## config.mk

```make
export PLATFORM = sky130hd
export DESIGN_NAME = ift_parse
export DESIGN_NICKNAME = d
export VERILOG_FILES = /design/src/ift_pkg.sv /design/src/ift_parse.sv
export SDC_FILE = /design/constraint.sdc
export NUM_CORES = 1
export LEC_CHECK = 0
export BUFFER_PORTS_ARGS = -buffer_cell sky130_fd_sc_hd__clkbuf_2
export CORE_AREA = 3 3 169 171
export DETAILED_ROUTE_END_ITERATION = 8
export DIE_AREA = 0 0 172 174
export PLACE_DENSITY = 0.51
export SETUP_SLACK_MARGIN = 0.15
export SLEW_MARGIN = 20
export SYNTH_ARGS = -nofsm -noshare
export SYNTH_HDL_FRONTEND = slang
export SYNTH_SLANG_ARGS = --single-unit
```

## constraint.sdc

```tcl
create_clock -name i_clk -period 17.64 [get_ports i_clk]
set_input_delay 3.528 -clock i_clk [delete_from_list [all_inputs] [get_ports i_clk]]
set_output_delay 3.528 -clock i_clk [all_outputs]
set_load 0.005 [all_outputs]
```

## src/ift_pkg.sv

```systemverilog
// Package for the IPv4 flow tracker table.
// Holds the status codes, controller states, shared structs and constants.
// No dependencies.
package ift_pkg;

    localparam int FLOW_ENTRIES_DEF = 4096;
    localparam logic [7:0] ENCAP_RESET = 8'd50;

    localparam logic [15:0] ETHERTYPE_IPV4 = 16'h0800;
    localparam logic [16:0] ETH_HDR_BYTES = 17'd14;
    localparam logic [16:0] IP_MIN_BYTES = 17'd20;
    localparam logic [16:0] TCP_HDR_BYTES = 17'd20;
    localparam logic [16:0] UDP_HDR_BYTES = 17'd8;
    localparam logic [7:0] PROTO_TCP = 8'd6;
    localparam logic [7:0] PROTO_UDP = 8'd17;
    localparam logic [3:0] MIN_IHL = 4'd5;

    localparam logic CMD_OBSERVE = 1'b0;
    localparam logic CMD_QUERY = 1'b1;

    localparam int KEY_W = 104;

    typedef enum logic [2:0] {
        ST_NOT_IPV4  = 3'd0,
        ST_SHORT_IP  = 3'd1,
        ST_BAD_IHL   = 3'd2,
        ST_UPDATED   = 3'd3,
        ST_INSERTED  = 3'd4,
        ST_FULL      = 3'd5,
        ST_FOUND     = 3'd6,
        ST_NOT_FOUND = 3'd7
    } t_status;

    typedef enum logic [1:0] {
        S_CLEAR,
        S_IDLE,
        S_PROBE
    } t_state;

    typedef struct packed {
        logic [31:0] source_address;
        logic [31:0] dest_address;
        logic [31:0] port_pair;
        logic [7:0]  protocol;
    } t_key;

    // One parsed transaction waiting for the table controller.
    typedef struct packed {
        logic        query;
        logic        reject;
        t_status     reject_status;
        t_key        key;
        logic [15:0] inner_len;
        logic [15:0] outer_len;
        logic [63:0] timestamp;
    } t_job;

    typedef struct packed {
        logic        valid;
        t_key        key;
        logic [31:0] packets;
        logic [63:0] last_seen;
        logic [15:0] max_outer;
        logic [15:0] max_inner;
    } t_entry;

    typedef struct packed {
        t_status     status;
        logic [31:0] packet_count;
        logic [15:0] max_inner_len;
        logic [15:0] max_outer_len;
        logic [63:0] last_stamp;
    } t_result;

endpackage

```

## src/ift_parse.sv

```systemverilog
// Header check and key formation stage of the IPv4 flow tracker table.
// Holds one parsed transaction until the table controller takes it. Uses ift_pkg.
module ift_parse (
    input  logic               i_clk,
    input  logic               i_rst_n,
    input  logic [7:0]         i_encap_overhead,
    input  logic               i_valid,
    output logic               o_ready,
    input  logic               i_command,
    input  logic [15:0]        i_frame_len,
    input  logic [15:0]        i_ethertype,
    input  logic [3:0]         i_header_words,
    input  logic [7:0]         i_ip_protocol,
    input  logic [31:0]        i_source_address,
    input  logic [31:0]        i_dest_address,
    input  logic [15:0]        i_source_port,
    input  logic [15:0]        i_dest_port,
    input  logic [15:0]        i_ip_total_len,
    input  logic [63:0]        i_timestamp_ns,
    output logic               o_job_valid,
    output ift_pkg::t_job      o_job,
    input  logic               i_job_take
);

    logic          r_valid;
    ift_pkg::t_job r_job;
    ift_pkg::t_job n_job;
    logic [16:0]   frame17;
    logic [16:0]   l4_start;
    logic [16:0]   thdr;
    logic          ports_ok;

    assign o_ready = !r_valid || i_job_take;
    assign o_job_valid = r_valid;
    assign o_job = r_job;

    always_comb begin
        frame17 = {1'b0, i_frame_len};
        l4_start = ift_pkg::ETH_HDR_BYTES + {11'd0, i_header_words, 2'b00};
        if (i_ip_protocol == ift_pkg::PROTO_TCP) begin
            thdr = ift_pkg::TCP_HDR_BYTES;
        end else if (i_ip_protocol == ift_pkg::PROTO_UDP) begin
            thdr = ift_pkg::UDP_HDR_BYTES;
        end else begin
            thdr = '0;
        end
        ports_ok = (thdr != '0) && ((l4_start + thdr) <= frame17);

        n_job.query = (i_command == ift_pkg::CMD_QUERY);
        n_job.key.source_address = i_source_address;
        n_job.key.dest_address = i_dest_address;
        n_job.key.protocol = i_ip_protocol;
        // A query uses the ports exactly as given.
        if (n_job.query || ports_ok) begin
            n_job.key.port_pair = {i_source_port, i_dest_port};
        end else begin
            n_job.key.port_pair = '0;
        end
        n_job.inner_len = i_ip_total_len;
        n_job.outer_len = i_ip_total_len + {8'd0, i_encap_overhead};
        n_job.timestamp = i_timestamp_ns;

        n_job.reject = 1'b0;
        n_job.reject_status = ift_pkg::ST_NOT_IPV4;
        if (!n_job.query) begin
            if (frame17 < ift_pkg::ETH_HDR_BYTES || i_ethertype != ift_pkg::ETHERTYPE_IPV4) begin
                n_job.reject = 1'b1;
                n_job.reject_status = ift_pkg::ST_NOT_IPV4;
            end else if (frame17 < ift_pkg::ETH_HDR_BYTES + ift_pkg::IP_MIN_BYTES) begin
                n_job.reject = 1'b1;
                n_job.reject_status = ift_pkg::ST_SHORT_IP;
            end else if (i_header_words < ift_pkg::MIN_IHL) begin
                n_job.reject = 1'b1;
                n_job.reject_status = ift_pkg::ST_BAD_IHL;
            end
        end
    end

    always_ff @(posedge i_clk) begin
        if (!i_rst_n) begin
            r_valid <= 1'b0;
        end else if (o_ready) begin
            r_valid <= i_valid;
        end
    end

    always_ff @(posedge i_clk) begin
        if (o_ready && i_valid) begin
            r_job <= n_job;
        end
    end

endmodule

```

======== Yosys cells after proc, flatten, opt, wreduce, memory -nomap -nowiden ========
Index checks and enable logic that the tools add are counted.
cells by class
  add/subtract/negate cells ............... 3
  $lt $le $gt $ge ......................... 4
  equal/unequal tests ..................... 3
  muxes and demuxes ....................... 5
  reduce and logical (&&, ||, !) cells .... 9
operators by type and width
  operator              number
  $add 7x17->17         1
  $le 17x16->1          1
  $mux 17               1
  $reduce_bool 17->1    1
  $add 16x8->16         1
  $lt 16x4->1 const B   1
  $lt 16x6->1 const B   1
  $mux 4                4
  $ne 16x12->1 const B  1
  $eq 8x3->1 const B    1
  $eq 8x5->1 const B    1
  $add 4x6->7 const A   1
  $lt 4x3->1 const B    1
  $logic_or 1x1->1      3
  $reduce_or 3->1       1
  $logic_and 1x1->1     2
  $reduce_or 2->1       1
  $logic_not 1->1       1
word-level totals
  flip-flop bits (word level) ............. 206
  bits of input ports ..................... 233
  output and inout port bits .............. 207
  word-level logic and storage cells ...... 36

======== Longest topological paths before layout ========
Gate-level depths: netlist of the first run.
  depth in word-level cells ............... 7
  depth in mapped cells ................... 14
  mapped depth without buffers ............ 13

======== Least setup slack after synthesis of the first run ========
OpenSTA, ideal clock, no wires.
  path kind ............................... input to register
  start point ............................. input i_job_take
  end point ............................... register r_job (netlist bit o_job[0]), enable pin
  library setup time ...................... 590 ps
  arrival ................................. 8335 ps
  data required time ...................... 17050 ps
  slack ................................... 8715 ps
  stages on the path ...................... 2
  buffers on the path ..................... 0
  cell sequence ........................... nand2b_1 > and2_1
on the way
  word-level cells in the longest chain between the ends .. 2
ends and longest elaborated chain
  item                  RTL line         source
  start, declared       ift_parse.sv:22  input logic i_job_take
  $logic_or 1x1->1      ift_parse.sv:33  assign o_ready = !r_valid || i_job_take;
  $logic_and 1x1->1     ift_parse.sv:88  if (o_ready && i_valid) begin
  end signal, assigned  ift_parse.sv:89  r_job <= n_job;
  end, declared         ift_parse.sv:26  ift_pkg::t_job r_job;
No other way between the ends.
A chain may end at the register's enable or synchronous reset.

======== Worst setup path after layout of the first run ========
  start point ............................. input i_job_take
  end point ............................... output o_ready
on the way
  word-level cells in the longest chain between the ends .. 1
ends and longest elaborated chain
  item              RTL line         source
  $logic_or 1x1->1  ift_parse.sv:33
  end, declared     ift_parse.sv:8   output logic o_ready,
No other way between the ends.

==> results of run 1 <==
==> cells by family (layout without fill, tap and decap cells) <==
| kind of cell | after synthesis | count (layout) | synth area share |
|---|---|---|---|
| adder cells (fa/ha/maj) | 20 | 20 | 0.0357 |
| other | 1 | 2 | 0.000505 |
| AND/OR/NAND/NOR | 116 | 116 | 0.0734 |
| buffers and inverters | 24 | 498 | 0.0162 |
| XOR/XNOR | 15 | 15 | 0.0177 |
| AO/OA/AOI/OAI | 33 | 33 | 0.0291 |
| flip-flops | 205 | 205 | 0.827 |
==> power by group <==
part	total, uW	switching (uW)	internal (uW)
logic	105	56.8	48.6
clock network	517	187	329
registers	582	7.83	574
total	1200	252	952
==> sequential cells by signal, indices dropped and copies added (netlist names) <==
signal,cells
o_job,204
o_job_valid,1
==> placed cells by master (no fill, tap or decap), types with 3 or more instances in the layout <==
cell type	netlist	final
nand2b_1	6	6
a21o_1	5	5
nand4_1	4	4
bufinv_16	0	5
a21oi_1	11	11
o21ai_0	7	7
ha_1	18	18
nand2_1	43	43
edfxtp_1	204	204
xnor2_1	10	10
clkbuf_16	0	25
xor2_1	5	5
clkbuf_2	0	438
nor2_1	39	39
clkbuf_1	0	6
nor4_1	6	6
buf_4	1	3
inv_1	17	17
==> area by class of cell <==
class,instances,area (um2),area share
repair buffers,441,2210,0.204
inverters,17,63.8,0.00589
well taps,341,427,0.0394
flip-flops and latches,205,6150,0.567
multi-input cells,185,1160,0.108
clock buffers,31,648,0.0598
diodes,1,2.50,0.000231
clock inverters,9,168,0.0155
==> worst max-delay path by stage <==
stage          startpoint            endpoint  slack (ns)  cells past startpoint
2_1_floorplan  i_job_take  o_job[0]$_DFFE_PP_        8.71                      2
3_3_place_gp   i_job_take             o_ready       10.24                      3
3_5_place_dp   i_job_take             o_ready       10.23                      3
4_1_cts        i_job_take             o_ready       10.23                      3
5_1_grt        i_job_take             o_ready       10.20                      3
6_report       i_job_take             o_ready       10.24                      3
==> layer usage <==
layer,part of all wire,global-route usage
met4,0.016,0.0296
met2,0.51,0.245
met3,0.11,0.0491
met5,0,0
met1,0.37,0.161
==> synthesized netlist by cell type (2+ instances only) <==
library cell | count | area (um2)
buf_2 | 3 | 15.0
inv_1 | 17 | 63.8
nor3_1 | 2 | 10.0
xor2_1 | 5 | 43.8
ha_1 | 18 | 225
o21ai_0 | 7 | 35.0
o211ai_1 | 2 | 15.0
nor2b_1 | 2 | 12.5
nor4b_1 | 2 | 17.5
nor4bb_1 | 2 | 20.0
xnor2_1 | 10 | 87.6
nand4_1 | 4 | 25.0
a21oi_1 | 11 | 55.1
nor2_1 | 39 | 146
nand2b_1 | 6 | 37.5
a21o_1 | 5 | 37.5
and3_1 | 2 | 12.5
and4b_1 | 2 | 20.0
fa_1 | 2 | 40.0
nand3_1 | 2 | 10.0
edfxtp_1 | 204 | 6130
nor4_1 | 6 | 37.5
nand2_1 | 43 | 161
buf_6 | 3 | 33.8
==> stage by stage <==
| stage | utilization | area (um2) |
|---|---|---|
| final | 0.401 | 10800 |
| after global routing | 0.401 | 10800 |
| after CTS | 0.401 | 10800 |
| after detailed placement | 0.371 | 10000 |
| after global placement | 0.371 | 10000 |
| after floorplan | - | 7430 |
==> worst register-to-register path, stage by stage (launching register included) <==
cell      delay (ns)
dfxtp_1         0.31
nand2b_1        0.10
and2_4          0.73
buf_4           0.95
==> run_results.csv, run 1 <==
group,metric,value,unit
run_status,status,"finished, final reports clean",
cells_and_area,finalNonFillerCells,1230,
clock_network,clk_pin_slew,0.06,ns
worst_setup_path,required,14.11,ns
worst_setup_path,worst_setup_path_start_kind,"input port",
timing,finalSetupTns,0,ns
clock_network,cts.sinks,205,
global_routing,grt_first_pass_wirelength,31900,um
die,initial_core_util,0.275,
detailed_routing,drt_iter0_drc,241,
timing,hold_viol_final,0,
min_path,holdCritPathClass,"reg2reg",
die,die_y,174,um
timing,min_period,7.41,ns
worst_setup_path,regToRegSetupSlack,15.08,ns
timing,setup_viol,0,
global_routing,grt_usage,0.139,
global_routing,grt_overflow,0,
worst_setup_path,path_buf_inv,2,
worst_setup_path,cp_top_family,"buffers and inverters",
die,fp.dieW,172,um
cells_and_area,drive_gt1_frac,0.538,
detailed_routing,wl,22300,um
clock_network,ctsResizeCount,0,
clock_network,cts_max_path_buffers,3,
global_routing,antenna_found_initial,1,
clock_network,holdBufCountCts,0,
timing,period_share,0.420,
detailed_routing,firstDrtPassIters,4,
timing,setup_slack,10.24,ns
worst_setup_path,r2r_start,"o_job_valid$_SDFFE_PN0N_",
place,routabilityCongestion,0.823,
detailed_routing,drc_errors,0,
worst_setup_path,critical_path.slowest_cell,"nand2b_1",
place,place_ws,10.23,ns
worst_setup_path,critPathKind,"in2out",
worst_setup_path,worst_ep_arrival_time,3.88,ns
timing,slew_headroom,0.298,
flow_run,max-cap-violations,0,
min_path,hold_start,"o_job_valid$_SDFFE_PN0N_",
global_routing,grt_max_degree,81,
logic_synthesis,synth_edf_count,204,
global_routing,grt_pass1_vias,5216,
logic_synthesis,syn_area,0.00743,mm2
timing,max_freq,135,MHz
clock_network,clkLatencyLatePin,0.50,ns
clock_network,post_cts_buffers,0,
timing,slew_viol_final,0,
place,dpl.cell_count,1189,
worst_setup_path,path_common_cell,"clkbuf_2",
worst_setup_path,crit_path_max_fanout,3,
clock_network,htreeDepth,1,
power,power,1200,uW
logic_synthesis,syn-num-nets,667,
logic_synthesis,syn_avg_cell_area,17.9,um2
timing,rsz0062_at_grt,"no",
logic_synthesis,synth_cells,414,
timing,hold_slack,0.551,ns
worst_setup_path,worst_path_largest_cell_delay,0.15,ns
logic_synthesis,yosysSeqAreaShare,0.827,
logic_synthesis,ys_types,39,
power,vdd_drop_max,0.0640,mV
cells_and_area,synthToLayoutAreaGrowth,45.8,%
timing,fin_skew,0.00671,ns
worst_setup_path,r2r_cells,3,
die,ios,440,
detailed_routing,vias,5186,
worst_setup_path,cp-end-kind,"primary output",
place,port_buffers,438,
worst_setup_path,worstPathCellList,"clkbuf_2 > nand2b_1 > clkbuf_2",
place,dp_hpwl,17300,um
clock_network,numCtsBuffers,24,
logic_synthesis,synth_warnings,0,
power,power_density,111,mW/mm2
detailed_routing,routedWlPerCell,18.1,um
die,die_area,0.0299,mm2
detailed_routing,viasPerCell,4.22,
clock_network,cts_tree,"built",
power,power.leakage,0.00488,uW
detailed_routing,ant_nets,0,
clock_network,cts-root-buf,"clkbuf_16",
cells_and_area,final_nets,1127,
min_path,holdPathStages,2,
logic_synthesis,synth-seq-cells,205,
min_path,min_to,"o_job_valid$_SDFFE_PN0N_",
logic_synthesis,ys.flop_type,"edfxtp_1",
cells_and_area,n_fill_cell,2643,
die,core,0.0270,mm2
logic_synthesis,synthArstFlopShare,0,
worst_setup_path,r2r-end,"o_job[26]$_DFFE_PP_",
die,row_count,60,
timing,tightest_slew,1.05,ns
Power figures use the tool's default switching activity.
==> run 2: changes to the inputs <==
Settings changed: ABC_AREA from default to 1, CORE_AREA 3 3 169 171 to 3 3 170 172, DIE_AREA 0 0 172 174 to 0 0 173 175, PLACE_DENSITY 0.51 to 0.54.
Clock period 17.64 ns to 6.4 ns, I/O delays scaled along.
==> run_results.csv, run 2 <==
group,metric,value,unit
run_status,status,"finished, final reports clean",
cells_and_area,largest_register_ff_count,204,
cells_and_area,drive_gt1_frac,0.530,
clock_network,cts-root-buf,"clkbuf_16",
timing,finalSetupTns,0,ns
global_routing,grt_usage,0.144,
worst_setup_path,crit_path_max_fanout,32,
cells_and_area,finalNonFillerCells,1340,
clock_network,cts_max_path_buffers,3,
worst_setup_path,r2r-end,"o_job[191]$_DFFE_PP_",
logic_synthesis,synth_most_common_cell,"edfxtp_1",
timing,slew_viol_final,0,
place,routabilityCongestion,0.781,
min_path,holdPathStages,2,
min_path,min_to,"o_job_valid$_SDFFE_PN0N_",
logic_synthesis,ys_types,29,
detailed_routing,viasPerCell,4.12,
worst_setup_path,worst_setup_path_start_kind,"input port",
cells_and_area,diodes,0,
worst_setup_path,r2r_start,"o_job_valid$_SDFFE_PN0N_",
detailed_routing,wl,23100,um
logic_synthesis,ys.flop_type,"edfxtp_1",
clock_network,cts.sinks,205,
clock_network,htreeDepth,1,
clock_network,ctsResizeCount,0,
logic_synthesis,syn-num-nets,740,
die,core,0.0276,mm2
timing,fin_skew,0.0144,ns
clock_network,holdBufCountCts,0,
detailed_routing,routedWlPerCell,17.3,um
logic_synthesis,netlist_top_cells_count,"204 x edfxtp_1, 68 x inv_1, 55 x nand2_1, 32 x nor2_1, 30 x a21oi_2",
timing,period_share,0.628,
place,dpl.cell_count,1298,
worst_setup_path,r2r_cells,2,
detailed_routing,vias,5518,
cells_and_area,seqCellArea,0.00615,mm2
clock_network,post_cts_buffers,0,
timing,hold_viol_final,0,
place,place_ws,1.84,ns
global_routing,grt_overflow,0,
global_routing,grt_max_degree,125,
cells_and_area,synthToLayoutAreaGrowth,44.1,%
die,die_area,0.0303,mm2
die,row_count,61,
place,port_buffers,438,
logic_synthesis,synth.top_cell.area_share,0.794,
logic_synthesis,syn_area,0.00772,mm2
worst_setup_path,critPathKind,"in2reg",
place,dp_hpwl,18200,um
die,die_y,175,um
logic_synthesis,synthArstFlopShare,0,
die,initial_core_util,0.279,
worst_setup_path,regToRegSetupSlack,4.59,ns
timing,rsz0062_at_grt,"no",
worst_setup_path,required,6.61,ns
cells_and_area,multiInputGateArea,0.00126,mm2
global_routing,antenna_found_initial,1,
global_routing,grt_pass1_vias,5525,
cells_and_area,final_cell_mix,"438 x clkbuf_2, 204 x edfxtp_1, 67 x inv_1, 55 x nand2_1, 32 x nor2_1",
logic_synthesis,synth-seq-cells,205,
clock_network,numCtsBuffers,23,
logic_synthesis,synth_cells,487,
die,ios,440,
logic_synthesis,syn_avg_cell_area,15.8,um2
cells_and_area,final_nets,1198,
logic_synthesis,yosysTopAreaCell,"edfxtp_1",
cells_and_area,layout_commonest_cell,"clkbuf_2",
clock_network,clk_pin_slew,0.06,ns
detailed_routing,drt_iter0_drc,296,
timing,slew_headroom,0.301,
global_routing,grt_first_pass_wirelength,33500,um
power,power.leakage,0.00512,uW
min_path,hold_start,"o_job_valid$_SDFFE_PN0N_",
power,vdd_drop_max,0.179,mV
flow_run,max-cap-violations,0,
timing,setup_viol,0,
min_path,holdCritPathClass,"reg2reg",
logic_synthesis,yosys-top-cells-area,"edfxtp_1 79%, a21oi_2 3.4%, inv_1 3.3%",
logic_synthesis,yosysSeqAreaShare,0.796,
detailed_routing,drc_errors,0,
power,power_density,289,mW/mm2
clock_network,clkLatencyLatePin,0.51,ns
worst_setup_path,cp-end-kind,"flip-flop",
cells_and_area,n_fill_cell,2686,
logic_synthesis,synth_edf_count,204,
worst_setup_path,worst_ep_arrival_time,4.23,ns
timing,min_period,4.02,ns
die,fp.dieW,173,um
timing,max_freq,249,MHz
detailed_routing,firstDrtPassIters,4,
logic_synthesis,synth_warnings,0,
clock_network,cts_tree,"built",
detailed_routing,ant_nets,0,
timing,setup_slack,2.38,ns
timing,tightest_slew,1.05,ns
## run 2: cell types whose count changed after synthesis, moves of 7 or more
cell     change
inv_1       +51
nand2_1     +12
nand3_1     +17
a21oi_2     +30
xnor2_1      -8
nor2_1       -7
## run 2: worst max path at each step
stage / depth (start not counted) / endpoint / startpoint / slack [ns]
3_3_place_gp: 15 / o_job[124]$_SDFFCE_PN0P_ / i_ip_protocol[4] / 1.89
6_report: 17 / o_job[125]$_SDFFCE_PN0P_ / i_ip_protocol[7] / 2.38
2_1_floorplan: 2 / o_job[0]$_DFFE_PP_ / i_job_take / 1.19
4_1_cts: 17 / o_job[124]$_SDFFCE_PN0P_ / i_ip_protocol[7] / 2.36
3_5_place_dp: 17 / o_job[125]$_SDFFCE_PN0P_ / i_ip_protocol[7] / 1.84
5_1_grt: 17 / o_job[125]$_SDFFCE_PN0P_ / i_ip_protocol[7] / 2.10
## run 2: per-layer routing
layer,vias up,track usage,routed length (um)
met1,2593,0.163,8550
li1,2640,-,-
met5,-,0,13
met4,2,0.0446,598
met2,245,0.261,12100
met3,38,0.0437,1870
## run 2: area by class of cell
| cell class | instances | share of cell area |
|---|---|---|
| clock inverter | 18 | 0.0152 |
| sequential | 205 | 0.553 |
| timing repair buffer | 440 | 0.200 |
| tap | 378 | 0.0425 |
| multi-input combinational | 203 | 0.113 |
| inverter | 72 | 0.0243 |
| clock buffer | 24 | 0.0521 |
## run 2: power breakdown
part           internal (uW)  switching, uW
Sequential              1580           21.1
Combinational            136            170
Clock                    778            528
Total                   2500            719
## run 2: critical path, stage by stage
cell and delay, ns:
clkbuf_2 0.09, nor2_1 0.17, nand4_1 0.15, ha_1 0.30, inv_1 0.04, ha_1 0.21
fa_1 0.45, ha_1 0.30, nand2_1 0.07, inv_1 0.05, nand2_1 0.04, nand2_1 0.05
nand2_1 0.05, nand2_1 0.05, nand2_1 0.05, nand2_2 0.71, a21oi_1 0.13
## run 2: cells by family (layout without fill, tap and decap cells)
logic type                 Yosys count  after routing  share of synthesized area
AOI/OAI and AO/OA                   50             50                     0.0485
xor gates and xnor gates            10             10                     0.0114
adders and majority gates           20             20                     0.0344
buffers and inverters               79            554                     0.0418
DFF                                205            205                      0.796
other                                1              1                   0.000486
and+or+nand+nor                    122            122                     0.0670
## run 2: metrics by stage
step                      total power [uW]  utilization  hold slack, ns  cell area (um2)
after CTS                             3270        0.402           0.549            11100
after global routing                  3360        0.402           0.576            11100
after detailed placement              1940        0.375           0.538            10400
after global placement                1940        0.375           0.529            10400
after floorplan                       1750            -           0.547             7730
final                                 3210        0.402           0.550            11100
==> run 3: changes to the inputs <==
Settings changed: ABC_AREA 1 to 0, CORE_AREA 3 3 170 172 to 3 3 169 171, DIE_AREA 0 0 173 175 to 0 0 172 174, PLACE_DENSITY 0.54 to 0.53.
Clock period 6.4 ns to 3.6 ns, I/O delays scaled along.
==> run_results.csv, run 3 (synthesized netlist as in run 1, its figures left out) <==
group,metric,value,unit
worst_setup_path,worst_path_largest_cell_delay,0.34,ns
power,p_int,4390,uW
die,die_y,174,um
clock_network,cts_max_path_buffers,3,
detailed_routing,wl,22200,um
worst_setup_path,critPathKind,"in2reg",
die,ios,440,
cells_and_area,final_cell_area,0.0109,mm2
detailed_routing,ant_nets,0,
timing,period_share,0.900,
die,initial_core_util,0.275,
power,power.share.clock,0.397,
die,row_count,60,
place,port_buffers,438,
cells_and_area,layout_commonest_cell,"clkbuf_2",
timing,min_period,3.24,ns
die,core,0.0270,mm2
die,die_area,0.0299,mm2
worst_setup_path,cp-end-kind,"flip-flop",
clock_network,holdBufCountCts,0,
detailed_routing,drc_errors,0,
timing,fin_skew,0.00702,ns
place,dpl.cell_count,1200,
power,power_density,515,mW/mm2
run_status,status,"finished, final reports clean",
timing,max_freq,309,MHz
power,vdd_drop_max,0.263,mV
cells_and_area,final_util,0.403,
cells_and_area,final_cell_mix,"438 x clkbuf_2, 204 x edfxtp_1, 43 x nand2_1, 39 x nor2_1, 25 x clkbuf_16",
worst_setup_path,required,3.85,ns
timing,setup_viol,0,
detailed_routing,viasPerCell,4.23,
power,power.leakage,0.00492,uW
place,place_area,0.0102,mm2
worst_setup_path,crit_path_max_fanout,32,
global_routing,grt_usage,0.139,
clock_network,cts.sinks,205,
clock_network,numCtsBuffers,24,
clock_network,clk_pin_slew,0.06,ns
cells_and_area,final_nets,1138,
timing,rsz0062_at_grt,"no",
clock_network,clkLatencyLatePin,0.50,ns
cells_and_area,finalNonFillerCells,1241,
clock_network,ctsResizeCount,0,
detailed_routing,vias,5251,
timing,slew_viol_final,0,
power,seqPwrFrac,0.507,
die,fp.dieW,172,um
cells_and_area,synthToLayoutAreaGrowth,46.8,%
timing,slew_headroom,0.499,
clock_network,cts-root-buf,"clkbuf_16",
flow_run,max-cap-violations,0,
detailed_routing,drt_iter0_drc,287,
timing,tightest_slew,0.752,ns
power,combPwrFrac,0.096,
place,dp_hpwl,17800,um
global_routing,antenna_found_initial,1,
timing,hold_viol_final,0,
power,power.switching,1230,uW
clock_network,post_cts_buffers,0,
worst_setup_path,worstPathCellList,"clkbuf_2 > nor4_4 > nand2_1 > ha_1 > inv_1 > ha_2 > fa_2 > xor2_1 > ha_1 > and4b_1 > a41oi_1 > nand3_1 > a21oi_4 > buf_12 > nor2_1",
global_routing,grt_pass1_vias,5306,
global_routing,grt_max_degree,51,
cells_and_area,drive_gt1_frac,0.547,
cells_and_area,largest_register_ff_count,204,
power,netSwitchingFraction,0.219,
timing,finalSetupTns,0,ns
worst_setup_path,critical_path.slowest_cell,"fa_2",
clock_network,htreeDepth,1,
min_path,holdCritPathClass,"in2reg",
timing,hold_slack,0.391,ns
cells_and_area,n_fill_cell,2601,
global_routing,grt_first_pass_wirelength,31700,um
worst_setup_path,worst_setup_path_start_kind,"input port",
worst_setup_path,worst_ep_arrival_time,3.49,ns
detailed_routing,routedWlPerCell,17.9,um
clock_network,cts_tree,"built",
global_routing,grt_overflow,0,
worst_setup_path,path_common_cell,"ha_1",
place,routabilityCongestion,0.802,
detailed_routing,firstDrtPassIters,6,
-- run 3: cell count changes in the layout (fill, tap and decap cells not counted), moves of 4 or more --
cell | before | now
a21oi_2 | 30 | 0
buf_4 | 1 | 10
clkinv_1 | 9 | 5
inv_1 | 67 | 17
inv_2 | 4 | 0
nand2_1 | 55 | 43
nand2b_1 | 0 | 6
nand3_1 | 19 | 2
nor2_1 | 32 | 39
nor4_1 | 0 | 5
o21ai_0 | 1 | 7
xnor2_1 | 2 | 10
-- run 3: layout make-up --
type                       count  area [um2]  area share
sequential                   205        6150       0.564
timing repair buffer         452        2350       0.215
multi-input combinational    185        1200       0.110
clock buffer                  29         641      0.0587
tap                          341         427      0.0391
clock inverter                11        77.6     0.00711
inverter                      17        63.8     0.00585
antenna                        1        2.50    0.000229
-- run 3: path summary, 6_finish.rpt --
check | slack [ns] | depth (start not counted) | to | start
max | 0.36 | 15 | o_job[123]$_SDFFCE_PN0P_ | i_ip_protocol[6]
min | 0.39 | 1 | o_job[30]$_DFFE_PP_ | i_timestamp_ns[30]
max reg2reg | 1.81 | 3 | o_job[139]$_DFFE_PP_ | o_job_valid$_SDFFE_PN0N_
min reg2reg | 0.55 | 2 | o_job_valid$_SDFFE_PN0N_ | o_job_valid$_SDFFE_PN0N_
-- run 3: metrics by stage --
stage                     power, uW  worst slack (ns)
after detailed placement       3450            -0.171
after CTS                      5710             0.378
after global routing           5870             0.199
after floorplan                3080             0.165
after global placement         3450            -0.112
final                          5620             0.361
-- run 3: power groups by stage --
stage / Sequential, uW / Clock, uW / Combinational, uW
3_5_place_dp: 2900 / 0 / 553
4_1_cts: 2850 / 2310 / 554
3_3_place_gp: 2900 / 0 / 549
2_1_floorplan: 2920 / 0 / 157
6_report: 2850 / 2230 / 539
5_1_grt: 2860 / 2410 / 601
-- run 3: layer usage --
metal	part of all wire	wire length [um]	GRT usage
met4	0.025	553	0.0439
met3	0.10	2260	0.0478
met5	0	0	0
met1	0.36	8000	0.153
met2	0.51	11400	0.250
-- run 3: critical path: cells and delay by family --
family	cells	cell delay, ns
fa+ha+maj	4	1.09
buf+inv	3	0.35
xor+xnor	1	0.17
compound gates	2	0.36
simple gates	5	0.80
